[src/rtl/last_lines_ring_buffer_assert.svh]
// assertion macros used by the ring buffer datapath
`ifndef LAST_LINES_RING_BUFFER_ASSERT_SVH
`define LAST_LINES_RING_BUFFER_ASSERT_SVH

// same-cycle implication, disabled while in reset
`define LLRB_ASSERT_IMP(lbl, ck, rn, ante, cons, msg) \
    lbl: assert property (@(posedge ck) disable iff (!rn) (ante) |-> (cons)) \
        else $error(msg);

// next-cycle implication, disabled while in reset
`define LLRB_ASSERT_NXT(lbl, ck, rn, ante, cons, msg) \
    lbl: assert property (@(posedge ck) disable iff (!rn) (ante) |=> (cons)) \
        else $error(msg);

`endif

[src/rtl/llrb_pkg.sv]
package llrb_pkg;

    localparam int MAX_LINES   = 16;
    localparam int SLOT_W      = $clog2(MAX_LINES);
    localparam int CNT_W       = 5;
    localparam int LINE_MAX    = 2047;
    localparam int POS_W       = $clog2(LINE_MAX + 2);
    localparam int OFS_W       = $clog2(LINE_MAX + 1);
    localparam int ADDR_W      = SLOT_W + OFS_W;
    localparam int STORE_DEPTH = MAX_LINES * (2 ** OFS_W);

    localparam logic [7:0]       NEWLINE_CODE   = 8'd10;
    localparam logic [CNT_W-1:0] DEF_LINE_COUNT = 5'd10;

    // input beat operation codes
    typedef enum logic [1:0] {
        OP_DATA = 2'd0,
        OP_END  = 2'd1,
        OP_READ = 2'd2,
        OP_NONE = 2'd3
    } op_t;

    // controller to datapath commands
    typedef struct packed {
        logic byte_wr;
        logic end_in;
        logic skip_step;
        logic fetch;
        logic load_null;
        logic load_byte;
    } dp_cmd_t;

    // datapath to controller status
    typedef struct packed {
        logic reading;
        logic exhausted;
        logic len_zero;
        logic offset_past;
        logic out_free;
    } dp_sts_t;

    // ring size in use: zero means one, large values saturate
    function automatic logic [CNT_W-1:0] count_eff(input logic [CNT_W-1:0] lc);
        logic [CNT_W-1:0] c;
        c = lc;
        if (lc == '0)
        begin
            c = CNT_W'(1);
        end
        else if (lc > CNT_W'(MAX_LINES))
        begin
            c = CNT_W'(MAX_LINES);
        end
        return c;
    endfunction

    // step a slot pointer round the ring
    function automatic logic [SLOT_W-1:0] next_slot(input logic [SLOT_W-1:0] s,
                                                    input logic [CNT_W-1:0] ce);
        logic [CNT_W-1:0] n;
        logic [SLOT_W-1:0] r;
        n = {1'b0, s} + CNT_W'(1);
        r = n[SLOT_W-1:0];
        if (n >= ce || n >= CNT_W'(MAX_LINES))
        begin
            r = '0;
        end
        return r;
    endfunction

endpackage

[src/rtl/llrb_ctrl.sv]
module llrb_ctrl
    import llrb_pkg::*;
(
    input  logic    clk,
    input  logic    rst_n,
    input  logic    in_valid,
    output logic    in_ready,
    input  op_t     operation,
    input  dp_sts_t sts,
    output dp_cmd_t cmd
);

    typedef enum logic [7:0] {
        S_IDLE      = 8'b0000_0001,
        S_RD_CHECK  = 8'b0000_0010,
        S_SKIP_END  = 8'b0000_0100,
        S_SKIP_PRE  = 8'b0000_1000,
        S_FETCH     = 8'b0001_0000,
        S_SKIP_POST = 8'b0010_0000,
        S_EMIT_NULL = 8'b0100_0000,
        S_EMIT_BYTE = 8'b1000_0000
    } state_t;

    state_t state_reg;
    state_t state_next;
    logic   accept;
    logic   skip_more;

    assign in_ready  = (state_reg == S_IDLE);
    assign accept    = in_valid && in_ready;
    // another empty slot to pass over
    assign skip_more = !sts.exhausted && sts.len_zero;

    // next state and commands
    always_comb
    begin
        state_next = state_reg;
        cmd        = '0;
        unique case (state_reg)
            S_IDLE:
            begin
                if (accept)
                begin
                    unique case (operation)
                        OP_DATA:
                        begin
                            cmd.byte_wr = !sts.reading;
                        end
                        OP_END:
                        begin
                            if (!sts.reading)
                            begin
                                cmd.end_in = 1'b1;
                                state_next = S_SKIP_END;
                            end
                        end
                        OP_READ:
                        begin
                            state_next = S_RD_CHECK;
                        end
                        OP_NONE:
                        begin
                            state_next = S_IDLE;
                        end
                        default:
                        begin
                            state_next = S_IDLE;
                        end
                    endcase
                end
            end
            S_RD_CHECK:
            begin
                if (!sts.reading || sts.exhausted)
                begin
                    state_next = S_EMIT_NULL;
                end
                else if (sts.offset_past)
                begin
                    state_next = S_SKIP_PRE;
                end
                else
                begin
                    state_next = S_FETCH;
                end
            end
            S_SKIP_END:
            begin
                if (skip_more)
                begin
                    cmd.skip_step = 1'b1;
                end
                else
                begin
                    state_next = S_IDLE;
                end
            end
            S_SKIP_PRE:
            begin
                if (skip_more)
                begin
                    cmd.skip_step = 1'b1;
                end
                else if (sts.exhausted)
                begin
                    state_next = S_EMIT_NULL;
                end
                else
                begin
                    state_next = S_FETCH;
                end
            end
            S_FETCH:
            begin
                cmd.fetch  = 1'b1;
                state_next = S_SKIP_POST;
            end
            S_SKIP_POST:
            begin
                if (skip_more)
                begin
                    cmd.skip_step = 1'b1;
                end
                else
                begin
                    state_next = S_EMIT_BYTE;
                end
            end
            S_EMIT_NULL:
            begin
                if (sts.out_free)
                begin
                    cmd.load_null = 1'b1;
                    state_next    = S_IDLE;
                end
            end
            S_EMIT_BYTE:
            begin
                if (sts.out_free)
                begin
                    cmd.load_byte = 1'b1;
                    state_next    = S_IDLE;
                end
            end
            default:
            begin
                state_next = S_IDLE;
            end
        endcase
    end

    // state register
    always_ff @(posedge clk or negedge rst_n)
    begin
        if (!rst_n)
        begin
            state_reg <= S_IDLE;
        end
        else
        begin
            state_reg <= state_next;
        end
    end

endmodule

[config.mk]
export PLATFORM = sky130hd
export DESIGN_NAME = llrb_ctrl
export DESIGN_NICKNAME = d
export VERILOG_FILES = /design/src/rtl/last_lines_ring_buffer_assert.svh /design/src/rtl/llrb_pkg.sv /design/src/rtl/llrb_ctrl.sv
export SDC_FILE = /design/constraint.sdc
export NUM_CORES = 1
export LEC_CHECK = 0
export ABC_AREA = 1
export CORE_AREA = 2 2 39 41
export CTS_CLUSTER_SIZE = 8
export DETAILED_ROUTE_END_ITERATION = 10
export DIE_AREA = 0 0 41 43
export DONT_BUFFER_PORTS = 1
export GPL_TIMING_DRIVEN = 0
export PLACE_DENSITY = 0.78
export RECOVER_POWER = 25
export SLEW_MARGIN = 40
export SYNTH_ARGS = -nofsm -noshare
export SYNTH_HDL_FRONTEND = slang
export SYNTH_SLANG_ARGS = --single-unit
[constraint.sdc]
create_clock -name clk -period 3.9 [get_ports clk]
set_input_delay 0 -clock clk [delete_from_list [all_inputs] [get_ports clk]]
set_output_delay 0 -clock clk [all_outputs]
set_load 0.02 [all_outputs]
* Word level (Yosys, flattened, before mapping)
Cells that the tools add are included.
** Storage, ports and cells
- Bits of input ports :: 10
- Flip-flop bits (word level) :: 8
- Memories :: 0
- ROM bits :: 0
- Bits in latches :: 0
- Memory bits (writable) :: 0
** Operators by class
- Reductions and logical operators :: 9
- Multiply operators :: 0
- Equal/unequal tests :: 18
- Bitwise logic cells :: 0
- Shift-type cells :: 0
- Div/mod/pow operators :: 0
- Add/sub/neg operators :: 0
- Mux-type cells :: 22
- Order comparisons :: 0
** Operators with widths (count)
- 8-bit one-hot mux with 7 select lines :: 1
- 8-bit 2-to-1 mux :: 6
- 8-bit one-hot mux with 3 select lines :: 1
- 7-bit 2-to-1 mux :: 2
- 1-bit 2-to-1 mux :: 9
- 8-bit by 1-bit equality test with 1-bit output, second input constant :: 1
- 8-bit by 2-bit equality test with 1-bit output, second input constant :: 1
- 8-bit by 3-bit equality test with 1-bit output, second input constant :: 1
- 8-bit by 4-bit equality test with 1-bit output, second input constant :: 1
- 8-bit by 5-bit equality test with 1-bit output, second input constant :: 1
- 8-bit by 6-bit equality test with 1-bit output, second input constant :: 1
- 8-bit by 7-bit equality test with 1-bit output, second input constant :: 1
- 8-bit equality test, second input constant :: 1
- 7-bit AND reduction :: 1
- 2-bit inequality test, second input constant :: 3
- 5-bit 2-to-1 mux :: 1
- 2-bit equality test, second input constant :: 2
- 2-bit 2-to-1 mux :: 2
- 2-bit by 1-bit inequality test with 1-bit output, second input constant :: 2
- 4-bit by 1-bit inequality test with 1-bit output, second input constant :: 1
- 3-bit inequality test, second input constant :: 1
- 3-bit OR reduction :: 1
- 2-bit by 1-bit equality test with 1-bit output, second input constant :: 1
- 1-bit logical AND :: 2
- other kinds (4) :: 5

* Logic depth before layout (Yosys ltp)
Gate-level depths: netlist (run 1).
- Depth after elaboration :: 4
- Mapped depth :: 10
- Mapped depth without buffers :: 10

* Least setup slack after synthesis (run 1)
No wires, ideal clock.
- Kind :: reg2out
- Start point :: register state_reg[0]
- End point :: output port cmd[4] (netlist name)
- Buffers on the path :: 0
- Arrival time :: 1.521 ns
- Slack :: 2.379 ns
- Cell stages (with the launch flop) :: 7
- Path through :: dfstp_2 inv_2 nor2_1 nand2_1 nor2_8 nand3_1 nor3_1
** RTL lines
- start, declared :: RTL line llrb_ctrl.sv:24 : state_t state_reg;
- start signal, assigned :: RTL line llrb_ctrl.sv:161 : state_reg <= state_next;
- end, declared :: RTL line llrb_ctrl.sv:10 : output dp_cmd_t cmd

* Worst setup path after layout (run 1)
- Start point :: register state_reg[0]
- End point :: register state_reg[1]
** On the way
- Cells in the longest elaborated chain, start to end :: 4
- Elaborated cells between the ends (all ways) :: 19
- Those cells by class :: eq/ne: 15; mux: 1; reduce/logical: 3
** RTL lines
- 8-bit by 1-bit equality test with 1-bit output * :: RTL line llrb_ctrl.sv:29 : assign in_ready = (state_reg == S_IDLE);
- via in_ready :: RTL line llrb_ctrl.sv:7 : output logic in_ready,
- 1-bit logical AND :: RTL line llrb_ctrl.sv:30 : assign accept = in_valid && in_ready;
- 2-bit by 1-bit inequality test with 1-bit output (no line)
- 7-bit AND reduction (no line)
Mark *: on every way through the listed nets, which the timed path passes. The rest lies on a longest branch.
A chain may end at the register's enable or synchronous reset.

==> results of run 1 <==
==> through the flow <==
step                      setup WS [ns]  power (mW)
after floorplan                    2.38       0.411
after global placement             2.30       0.453
after detailed placement           2.28       0.460
after CTS                          2.01       0.541
after global routing               1.87       0.591
final                              1.99       0.541
==> worst max-delay path: stages, from the launching register on <==
cell and delay [ns]:
dfstp_2 0.55, inv_2 0.04, nor2_1 0.07, nand2_1 0.13, nor2_8 0.22, nand3_1 0.08, dlygate4sd3_1 0.58, nor2_1 0.15
==> cell type report <==
| class | count | area share (%) |
|---|---|---|
| Multi-Input combinational cell | 77 | 52.0 |
| Sequential cell | 8 | 24.4 |
| Inverter | 21 | 9.55 |
| Timing Repair Buffer | 7 | 8.48 |
| Clock buffer | 4 | 3.18 |
| Tap cell | 16 | 2.42 |
==> repair_timing <==
action / CTS / global route
hold buffers: 7 / 0
hold endpoints to repair: 12 / 0
setup buffers: 0 / 0
==> cells by family after synthesis <==
family | Yosys count
simple gates | 69
flops | 8
buf+inv | 21
compound gates | 8
==> worst paths after layout <==
path                       depth (start not counted)    startpoint      endpoint  slack, ns
setup / recovery                                   7  state_reg[0]  state_reg[1]       1.99
hold / removal                                     2        sts[3]  state_reg[6]       0.02
setup reg to reg                                   7  state_reg[0]  state_reg[1]       1.99
hold reg to reg                                    4  state_reg[3]  state_reg[3]       0.60
max in group asynchronous                          1         rst_n  state_reg[0]       3.50
min in group asynchronous                          1         rst_n  state_reg[4]       0.09
==> power by group through the flow <==
stage          combinational, mW  clock [mW]  sequential (mW)
2_1_floorplan              0.281           0            0.129
3_3_place_gp               0.320           0            0.132
3_5_place_dp               0.326           0            0.134
4_1_cts                    0.340      0.0675            0.133
5_1_grt                    0.383      0.0723            0.136
6_report                   0.340      0.0681            0.133
==> synthesized netlist by cell type <==
| library cell | number | area share, % |
|---|---|---|
| nor2_8 | 2 | 5.6 |
| inv_2 | 5 | 2.6 |
| o211ai_1 | 1 | 1.1 |
| inv_1 | 16 | 8.5 |
| nand2_4 | 3 | 4.8 |
| dfrtp_1 | 7 | 25 |
| nor3_1 | 1 | 0.70 |
| nand3_4 | 1 | 2.5 |
| nand2_1 | 27 | 14 |
| nand2_2 | 2 | 1.8 |
| dfstp_2 | 1 | 3.7 |
| nand3_1 | 8 | 5.6 |
| nand4_1 | 1 | 0.88 |
| o22ai_1 | 1 | 0.88 |
| nor2_2 | 3 | 2.6 |
| o21ai_0 | 2 | 1.4 |
| a31oi_1 | 1 | 0.88 |
| nor2_4 | 4 | 6.3 |
| nor2_1 | 17 | 9.0 |
| o21ai_1 | 3 | 2.1 |
==> layer usage <==
metal | share of wire [%] | vias up
met2 | 52 | 20
met1 | 43 | 295
met4 | 1.7 | 0
met5 | 0 | -
met3 | 3.1 | 4
li1 | - | 346
==> cell usage in the layout (no fill, tap or decap) <==
| cell type | n |
|---|---|
| o22ai_1 | 1 |
| a31oi_1 | 1 |
| dfstp_2 | 1 |
| nor2_4 | 4 |
| nand4_1 | 1 |
| dfrtp_1 | 7 |
| nor2_1 | 17 |
| clkbuf_4 | 3 |
| inv_2 | 5 |
| nor2_8 | 2 |
| nand2_4 | 3 |
| o21ai_1 | 3 |
| nand3_4 | 1 |
| nand2_2 | 2 |
| o21ai_0 | 2 |
| dlygate4sd3_1 | 7 |
| clkbuf_1 | 1 |
| nor3_1 | 1 |
| nand3_1 | 8 |
| inv_1 | 16 |
| nand2_1 | 27 |
| o211ai_1 | 1 |
| nor2_2 | 3 |
==> flow_metrics.tcl, run 1 <==
set metrics [dict create \
    fill_cells 121 \
    synth-simple-area-share_pct 54.1 \
    muxShareOfSynthArea_pct 0 \
    utilization_pct 59.7 \
    synthXorXnorAreaFrac_pct 0 \
    rsz0062_at_grt "false" \
    synth_seq_cells 8 \
    antenna_found_initial 0 \
    whs_ns 0.0167 \
    top_usage_layer "met2" \
    vias 665 \
    initial_core_util_pct 51.3 \
    critPathKind "reg -> reg" \
    synth_compound_area_share_pct 6.35 \
    status "finished, final reports clean" \
    clock-sinks 8 \
    numPortBuffers 0 \
    postLayoutCellArea_um2 826 \
    grt_pass1_wl_um 2450 \
    maxSlewHeadroom_pct 59.1 \
    gp_congestion 0.758 \
    hold_class "in -> reg" \
    fin_worst_skew_ns 0.00842 \
    yosysWarnings 0 \
    routed_wl_um 1490 \
    cp_max_fo 7 \
    syn_nets 116 \
    place_inst 122 \
    drt_iter0_drc 15 \
    use_met2_pct 35.9 \
    post-route-min-period_ns 1.91 \
    p_per_area_nw_per_um2 655 \
    use_met1_pct 23.8 \
    area.sequential_um2 201 \
    synth_top_family_by_area "simple AND/OR/NAND/NOR gates" \
    finalSetupViolCount 0 \
    htreeDepth 1 \
    p_sw_mw 0.278 \
    vdd_drop_max_mv 0.320 \
    cts-root-buf "clkbuf_4" \
    hold_viol 0 \
    core_um2 1380 \
    p_clk_share_pct 12.6 \
    cap_violations 0 \
    io_pins 17 \
    cts.path.max_buffers 2 \
    worst_slew_pin_slew_ns 0.609 \
    p_int_mw 0.263 \
    critPathLaunchType "register" \
    gr-usage-met3_pct 3.14 \
    syn2layout_area_growth_pct 16.4 \
    diodes 0 \
    ctsResizeCount 0 \
    synth_adder_area_share_pct 0 \
    design.die.area_um2 1760 \
    fmaxAchievable_mhz 523 \
    clk_latency_ns 0.26 \
    grt_pass1_vias 655 \
    hpwlAfterDp_um 1170 \
    crit_path_end_kind "register" \
    yosysSeqAreaShare_pct 28.4 \
    ant_nets 0 \
    drtPass1Iterations 4 \
    die_w_um 41 \
    globalRouteOverflowTotal 0 \
    rows 14 \
    setup_tns_ns 0 \
    synthCells 106 \
    cts_tree "built" \
    die_h_um 43 \
    synth.distinct_cells 20 \
    via_per_inst 5.00 \
    cp.required_ns 4.07 \
    swShare_pct 51.3 \
    numCtsBuffers 3 \
    period_share_pct 49.0 \
    maxSlewViolCount 0 \
    syn_avg_cell_area_um2 6.69 \
    p_seq_share_pct 24.5 \
    clk_pin_slew_worst_paths_ns 0.06 \
    multi_input_area_um2 429 \
    final_nets 128 \
    grtUsageTotal_pct 20.8 \
    final_layout_size_suffix_gt1_share_pct 20.5 \
    grt_max_degree 9 \
    drc 0 \
    largest_reg_flops 8 \
    netlist_area_um2 709 \
    placed_cell_area_um2 729 \
    final-instance-count-excl-fill 133 \
    cp_data_arrival_time_ns 2.08 \
    p_leak_nw 0.436 \
    p_comb_share_pct 62.9 \
    wl_per_cell_um 11.2 \
]
(Power assumes the default switching activity.)
==> run 2, diff against run 1 <==
--- a/config.mk
+++ b/config.mk
@@ -5,14 +5,14 @@
 export SDC_FILE = /design/constraint.sdc
 export NUM_CORES = 1
 export LEC_CHECK = 0
-export ABC_AREA = 1
+export ABC_AREA = 0
 export CORE_AREA = 2 2 39 41
 export CTS_CLUSTER_SIZE = 8
 export DETAILED_ROUTE_END_ITERATION = 10
 export DIE_AREA = 0 0 41 43
 export DONT_BUFFER_PORTS = 1
 export GPL_TIMING_DRIVEN = 0
-export PLACE_DENSITY = 0.78
+export PLACE_DENSITY = 0.72
 export RECOVER_POWER = 25
 export SLEW_MARGIN = 40
 export SYNTH_ARGS = -nofsm -noshare
==> constraint.sdc (replaced) <==
create_clock -name clk -period 1.9 [get_ports clk]
set_input_delay 0 -clock clk [delete_from_list [all_inputs] [get_ports clk]]
set_output_delay 0 -clock clk [all_outputs]
set_load 0.02 [all_outputs]
==> flow_metrics.tcl, run 2 <==
set metrics [dict create \
    netlist_area_um2 627 \
    p_per_area_nw_per_um2 931 \
    gp_congestion 0.830 \
    grtUsageTotal_pct 21.4 \
    post-route-min-period_ns 2.36 \
    hpwlAfterDp_um 1050 \
    async_flop_share_pct 100 \
    fin_worst_skew_ns 0.00744 \
    total_power_mw 0.854 \
    diodes 0 \
    grt_pass1_vias 597 \
    p_comb_share_pct 55.9 \
    status "finished, violations left" \
    layout_common_cells "buf_4 (9), o21ai_0 (7), dlygate4sd3_1 (6)" \
    swShare_pct 39.2 \
    worst_slew_pin_slew_ns 0.608 \
    cts.path.max_buffers 2 \
    globalRouteOverflowTotal 0 \
    drt_iter0_drc 31 \
    antenna_found_initial 0 \
    cp_data_arrival_time_ns 2.36 \
    clk_latency_ns 0.26 \
    grt_pass1_wl_um 2580 \
    mostFrequentLayoutCell "buf_4" \
    largest_reg_flops 8 \
    numPortBuffers 0 \
    fmaxAchievable_mhz 425 \
    io_pins 17 \
    syn_avg_cell_area_um2 9.08 \
    initial_core_util_pct 45.3 \
    crit_start "state_reg[4]" \
    via_per_inst 6.22 \
    synthCells 69 \
    yosysSeqAreaShare_pct 32.1 \
    final_nets 100 \
    die_h_um 43 \
    wl_per_cell_um 16.4 \
    finalSetupViolCount 10 \
    p_sw_mw 0.335 \
    crit_path_end_kind "primary output" \
    numCtsBuffers 3 \
    place_inst 85 \
    synth_top_cell_area_share_pct 27.9 \
    ant_nets 0 \
    die_w_um 41 \
    final-instance-count-excl-fill 105 \
    design.die.area_um2 1760 \
    p_clk_share_pct 17.2 \
    clock-sinks 8 \
    rows 14 \
    cts_tree "built" \
    violations "negative setup slack" \
    syn_nets 79 \
    drtPass1Iterations 5 \
    rsz0062_at_grt "true" \
    syn2layout_area_growth_pct 46.3 \
    grt_max_degree 11 \
    critPathLaunchType "register" \
    worst_slack_ns -0.455 \
    hold_class "in -> reg" \
    utilization_pct 66.3 \
    ys.flop_type "dfrtp_1" \
    synth_area_leaders "dfrtp_1 (28%), nor3b_1 (6.0%), o21ai_0 (5.6%)" \
    p_seq_share_pct 26.9 \
    synth_top_area_cell "dfrtp_1" \
    yosysWarnings 0 \
    critPathKind "reg -> out" \
    routed_wl_um 1730 \
    min_from "sts[3]" \
    cp.required_ns 1.90 \
    setup_tns_ns -3.59 \
    drc 0 \
    hold_viol 0 \
    clk_pin_slew_worst_paths_ns 0.06 \
    pre_cts_ws_ns -0.386 \
    synth_seq_cells 8 \
    r2r-start "state_reg[4]" \
    p_leak_nw 0.375 \
    synth_edf_count 0 \
    cp_max_fo 6 \
    maxSlewViolCount 0 \
    maxSlewHeadroom_pct 59.3 \
    htreeDepth 1 \
    period_share_pct 124 \
    final_layout_size_suffix_gt1_share_pct 43.8 \
    synth_common_cells "dfrtp_1 (7), o21ai_0 (7), nand2_1 (5), nor3b_1 (5), nor3_1 (4)" \
    cap_violations 0 \
    cts-root-buf "clkbuf_4" \
    vdd_drop_max_mv 0.655 \
    p_int_mw 0.519 \
    vias 653 \
    core_um2 1380 \
    synth.distinct_cells 36 \
]
## run 2: per-layer routing
layer,part of all wire [%],up-vias,track usage [%]
li1,-,299,-
met1,40,316,25.2
met2,53,36,35.9
met3,6.3,2,5.76
met4,0.69,0,6.00
met5,0,-,0
## run 2: cells by family (layout without fill, tap and decap cells)
family / count (synthesis) / count (layout) / share of synthesized area [%]
xor+xnor: 3 / 3 / 4.19
mux: 1 / 1 / 2.39
simple gates: 33 / 33 / 34.7
compound gates: 18 / 18 / 21.6
flops: 8 / 8 / 32.1
buf+inv: 6 / 26 / 4.99
## run 2: power by group through the flow
stage	clock network, mW	logic [mW]	registers (mW)
global placement	0	0.343	0.225
finish	0.147	0.477	0.230
global route	0.159	0.511	0.231
detailed placement	0	0.344	0.225
floorplan	0	0.304	0.222
CTS	0.147	0.444	0.224
## run 2: final cells by class
type	instances	area [µm²]
fillers	123	467
plain buffers	2	15.0
multi-input cells	55	480
clock buffers	4	26.3
inverters	2	7.51
repair buffers	18	161
flip-flops and latches	8	206
well taps	16	20.0
## run 2: path summary, 6_finish.rpt
| check | slack [ns] | end | cells after the start |
|---|---|---|---|
| max reg2reg | -0.43 | state_reg[7] | 7 |
| min reg2reg | 0.58 | state_reg[5] | 2 |
| min | 0.04 | state_reg[6] | 3 |
| min in group asynchronous | 0.09 | state_reg[5] | 1 |
| max | -0.46 | cmd[4] | 4 |
| max in group asynchronous | 1.49 | state_reg[0] | 1 |
## run 2: repair_timing
item | 4_1_cts | 5_1_grt
pin swaps | 2 | 2
resized for setup | 11 | 10
setup buffers | 5 | 7
hold buffers | 6 | 0
setup endpoints to repair | 14 | 15
endpoints found under the hold margin | 13 | 0
## run 2: critical path, cell delays in order, from the launching register on
cell and delay [ns]:
dfrtp_2 0.44, or4_4 0.52, nor4b_4 0.55, nand2_2 0.20, nor4b_4 0.39
## run 2: stage by stage
step	instance area, µm²	hold WS, ns
final	917	0.0366
after detailed placement	682	-0.295
after floorplan	662	-0.296
after CTS	835	0.0225
after global routing	917	0.0403
after global placement	682	-0.295
